[src/design/pgtk_ram.sv]
module pgtk_ram #(
    parameter int WIDTH = 8,
    parameter int DEPTH = 2,
    parameter int AW    = (DEPTH > 1) ? $clog2(DEPTH) : 1
) (
    input  logic             aclk,
    input  logic             wr_en,
    input  logic [AW-1:0]    wr_addr,
    input  logic [WIDTH-1:0] wr_data,
    input  logic             rd_en,
    input  logic [AW-1:0]    rd_addr,
    output logic [WIDTH-1:0] rd_data
);

    logic [WIDTH-1:0] mem [DEPTH];
    logic [WIDTH-1:0] rd_data_reg;

    always_ff @(posedge aclk) begin
        if (wr_en) begin
            mem[wr_addr] <= wr_data;
        end
        if (rd_en) begin
            rd_data_reg <= mem[rd_addr];
        end
    end

    assign rd_data = rd_data_reg;

endmodule
[config.mk]
export PLATFORM = sky130hd
export DESIGN_NAME = pgtk_ram
export DESIGN_NICKNAME = d
export VERILOG_FILES = /design/src/design/pgtk_ram.sv
export SDC_FILE = /design/constraint.sdc
export NUM_CORES = 1
export LEC_CHECK = 0
export CAP_MARGIN = 0
export CELL_PAD_IN_SITES_DETAIL_PLACEMENT = 1
export CELL_PAD_IN_SITES_GLOBAL_PLACEMENT = 1
export CORE_MARGIN = 3
export CORE_UTILIZATION = 35
export DETAILED_ROUTE_END_ITERATION = 8
export DONT_BUFFER_PORTS = 1
export GPL_TIMING_DRIVEN = 0
export PLACE_DENSITY = 0.67
export SKIP_CTS_REPAIR_TIMING = 1
export SYNTH_ARGS = -nofsm -noshare
export SYNTH_HDL_FRONTEND = slang
export SYNTH_SLANG_ARGS = --single-unit
[constraint.sdc]
create_clock -name aclk -period 1.61 [get_ports aclk]
set_input_delay 0.322 -clock aclk [delete_from_list [all_inputs] [get_ports aclk]]
set_output_delay 0.322 -clock aclk [all_outputs]
set_load 0.01 [all_outputs]
==> impl_metrics.tcl <==
set metrics [dict create \
    gp_congestion 0.621 \
    cts_tree "yes" \
    die_w_um 55.7 \
    port-buffer-count 0 \
    netlist_area_um2 865 \
    synth.net_count 48 \
    dr.first_iter.drc_count 6 \
    clk_transition_reported_paths_ns 0.12 \
    instances_no_fill 67 \
    nets 53 \
    p_total_w 0.00106 \
    drive_gt1_frac 0.308 \
    cp.arrival_ns 0.75 \
    post-route-period-util 0.669 \
    fin_setup_tns_ns 0 \
    dp_hpwl_um 823 \
    required_ns 1.29 \
    crit_fanout 1 \
    cts_sinks 24 \
    r2r_cells 1 \
    die_h_um 55.7 \
    ys_types 5 \
    whs_path_depth 0 \
    die-area_mm2 0.00310 \
    largest_reg_flops 16 \
    worst_pin_slew_ns 0.677 \
    peakVddDrop_v 0.000513 \
    max-cap-violations 0 \
    clock_latency_ns 0.31 \
    htree_levels 1 \
    outcome "completed" \
    antenna_cells 0 \
    fillers 218 \
    drv_slew 0 \
    area_growth_pct 7.09 \
    antenna_found_initial 0 \
    final_common_cell "edfxtp_1" \
    overflow 0 \
    io_pins 21 \
    path_depth 0 \
    layout_common_cells "24 x edfxtp_1, 8 x mux2_4, 3 x clkbuf_4" \
    critPathCaptureType "primary output" \
    slew_headroom 0.548 \
    skew_ns 0.00120 \
    via_count 311 \
    syn_inst 35 \
    critical_path_class "register to primary output" \
    hold_viol 0 \
    wl_per_cell_um 16.3 \
    power_density_mw_per_mm2 1150 \
    max_freq_mhz 929 \
    grt_pass1_vias 370 \
    cts_buffers 3 \
    cts-root-buf "clkbuf_4" \
    ys_seq_area_frac 0.834 \
    place_inst 63 \
    fin_crit_ns 1.08 \
    holdCritPathClass "primary input to register" \
    syn_area_per_cell_um2 24.7 \
    power.leakage_nw 0.320 \
    crit_path_start_kind "register" \
    track_usage 0.0796 \
    vias_per_cell 4.64 \
    finalSetupViolCount 0 \
    rsz0062_at_grt "false" \
    antenna_left 0 \
    firstDrtPassIters 4 \
    ys_seq_elements 24 \
    grt_first_pass_wirelength_mm 1.74 \
    routed_wl_mm 1.09 \
    start_util 0.380 \
    whs_ns 0.0995 \
    drcViolationCount 0 \
    ys_warn_count 0 \
    core_mm2 0.00228 \
    grt_max_degree 14 \
    clockBufferDepth 2 \
    std_cell_rows 17 \
]
worst paths after layout:
kind                            slack, ns  startpoint          to
worst max register to register       0.70   mem[0][7]  rd_data[7]
worst min-delay path                  0.1  wr_data[7]   mem[1][7]
worst max-delay path                 0.53  rd_data[3]  rd_data[3]
worst min register to register       0.56   mem[0][4]  rd_data[4]
power by group:
part / internal [W] / switching (W) / total, W
Clock: 0.0000906 / 0.000164 / 0.000254
Combinational: 0.0000303 / 0.0000181 / 0.0000484
Sequential: 0.000739 / 0.0000197 / 0.000759
Total: 0.000860 / 0.000202 / 0.00106
kinds of logic (layout without fill, tap and decap cells):
| kind of cell | Yosys count | in the layout | share of synthesized area |
|---|---|---|---|
| DFF | 24 | 24 | 0.834 |
| muxes | 8 | 8 | 0.139 |
| buffers and inverters | 1 | 5 | 0.0130 |
| and+or+nand+nor | 2 | 2 | 0.0145 |
synthesized netlist by cell type:
cell type | count | area, um^2
and2_1 | 1 | 6.26
buf_6 | 1 | 11.3
edfxtp_1 | 24 | 721
mux2_4 | 8 | 120
nor2b_1 | 1 | 6.26
cell type report:
cell class              instances  area [um^2]  area share
plain buffers                   1         11.3      0.0122
clock buffers                   3         22.5      0.0243
clock inverters                 1         3.75     0.00405
multi-input cells              10          133       0.143
flip-flops and latches         24          721       0.778
well taps                      28         35.0      0.0378
per-layer routing:
metal,GRT usage,vias up,part of all wire
met5,0,-,0
met4,0.0729,0,0.030
met3,0.0557,2,0.13
met2,0.120,22,0.46
met1,0.0689,142,0.38
li1,-,145,-
through the flow:
step | setup slack [ns] | cell area [um^2] | utilization
floorplan | 0.495 | 865 | -
global placement | 0.427 | 900 | 0.395
CTS | 0.507 | 926 | 0.407
finish | 0.533 | 926 | 0.407
detailed placement | 0.362 | 900 | 0.395
global route | 0.486 | 926 | 0.407
Note: power is estimated with default switching activity, not from simulation.
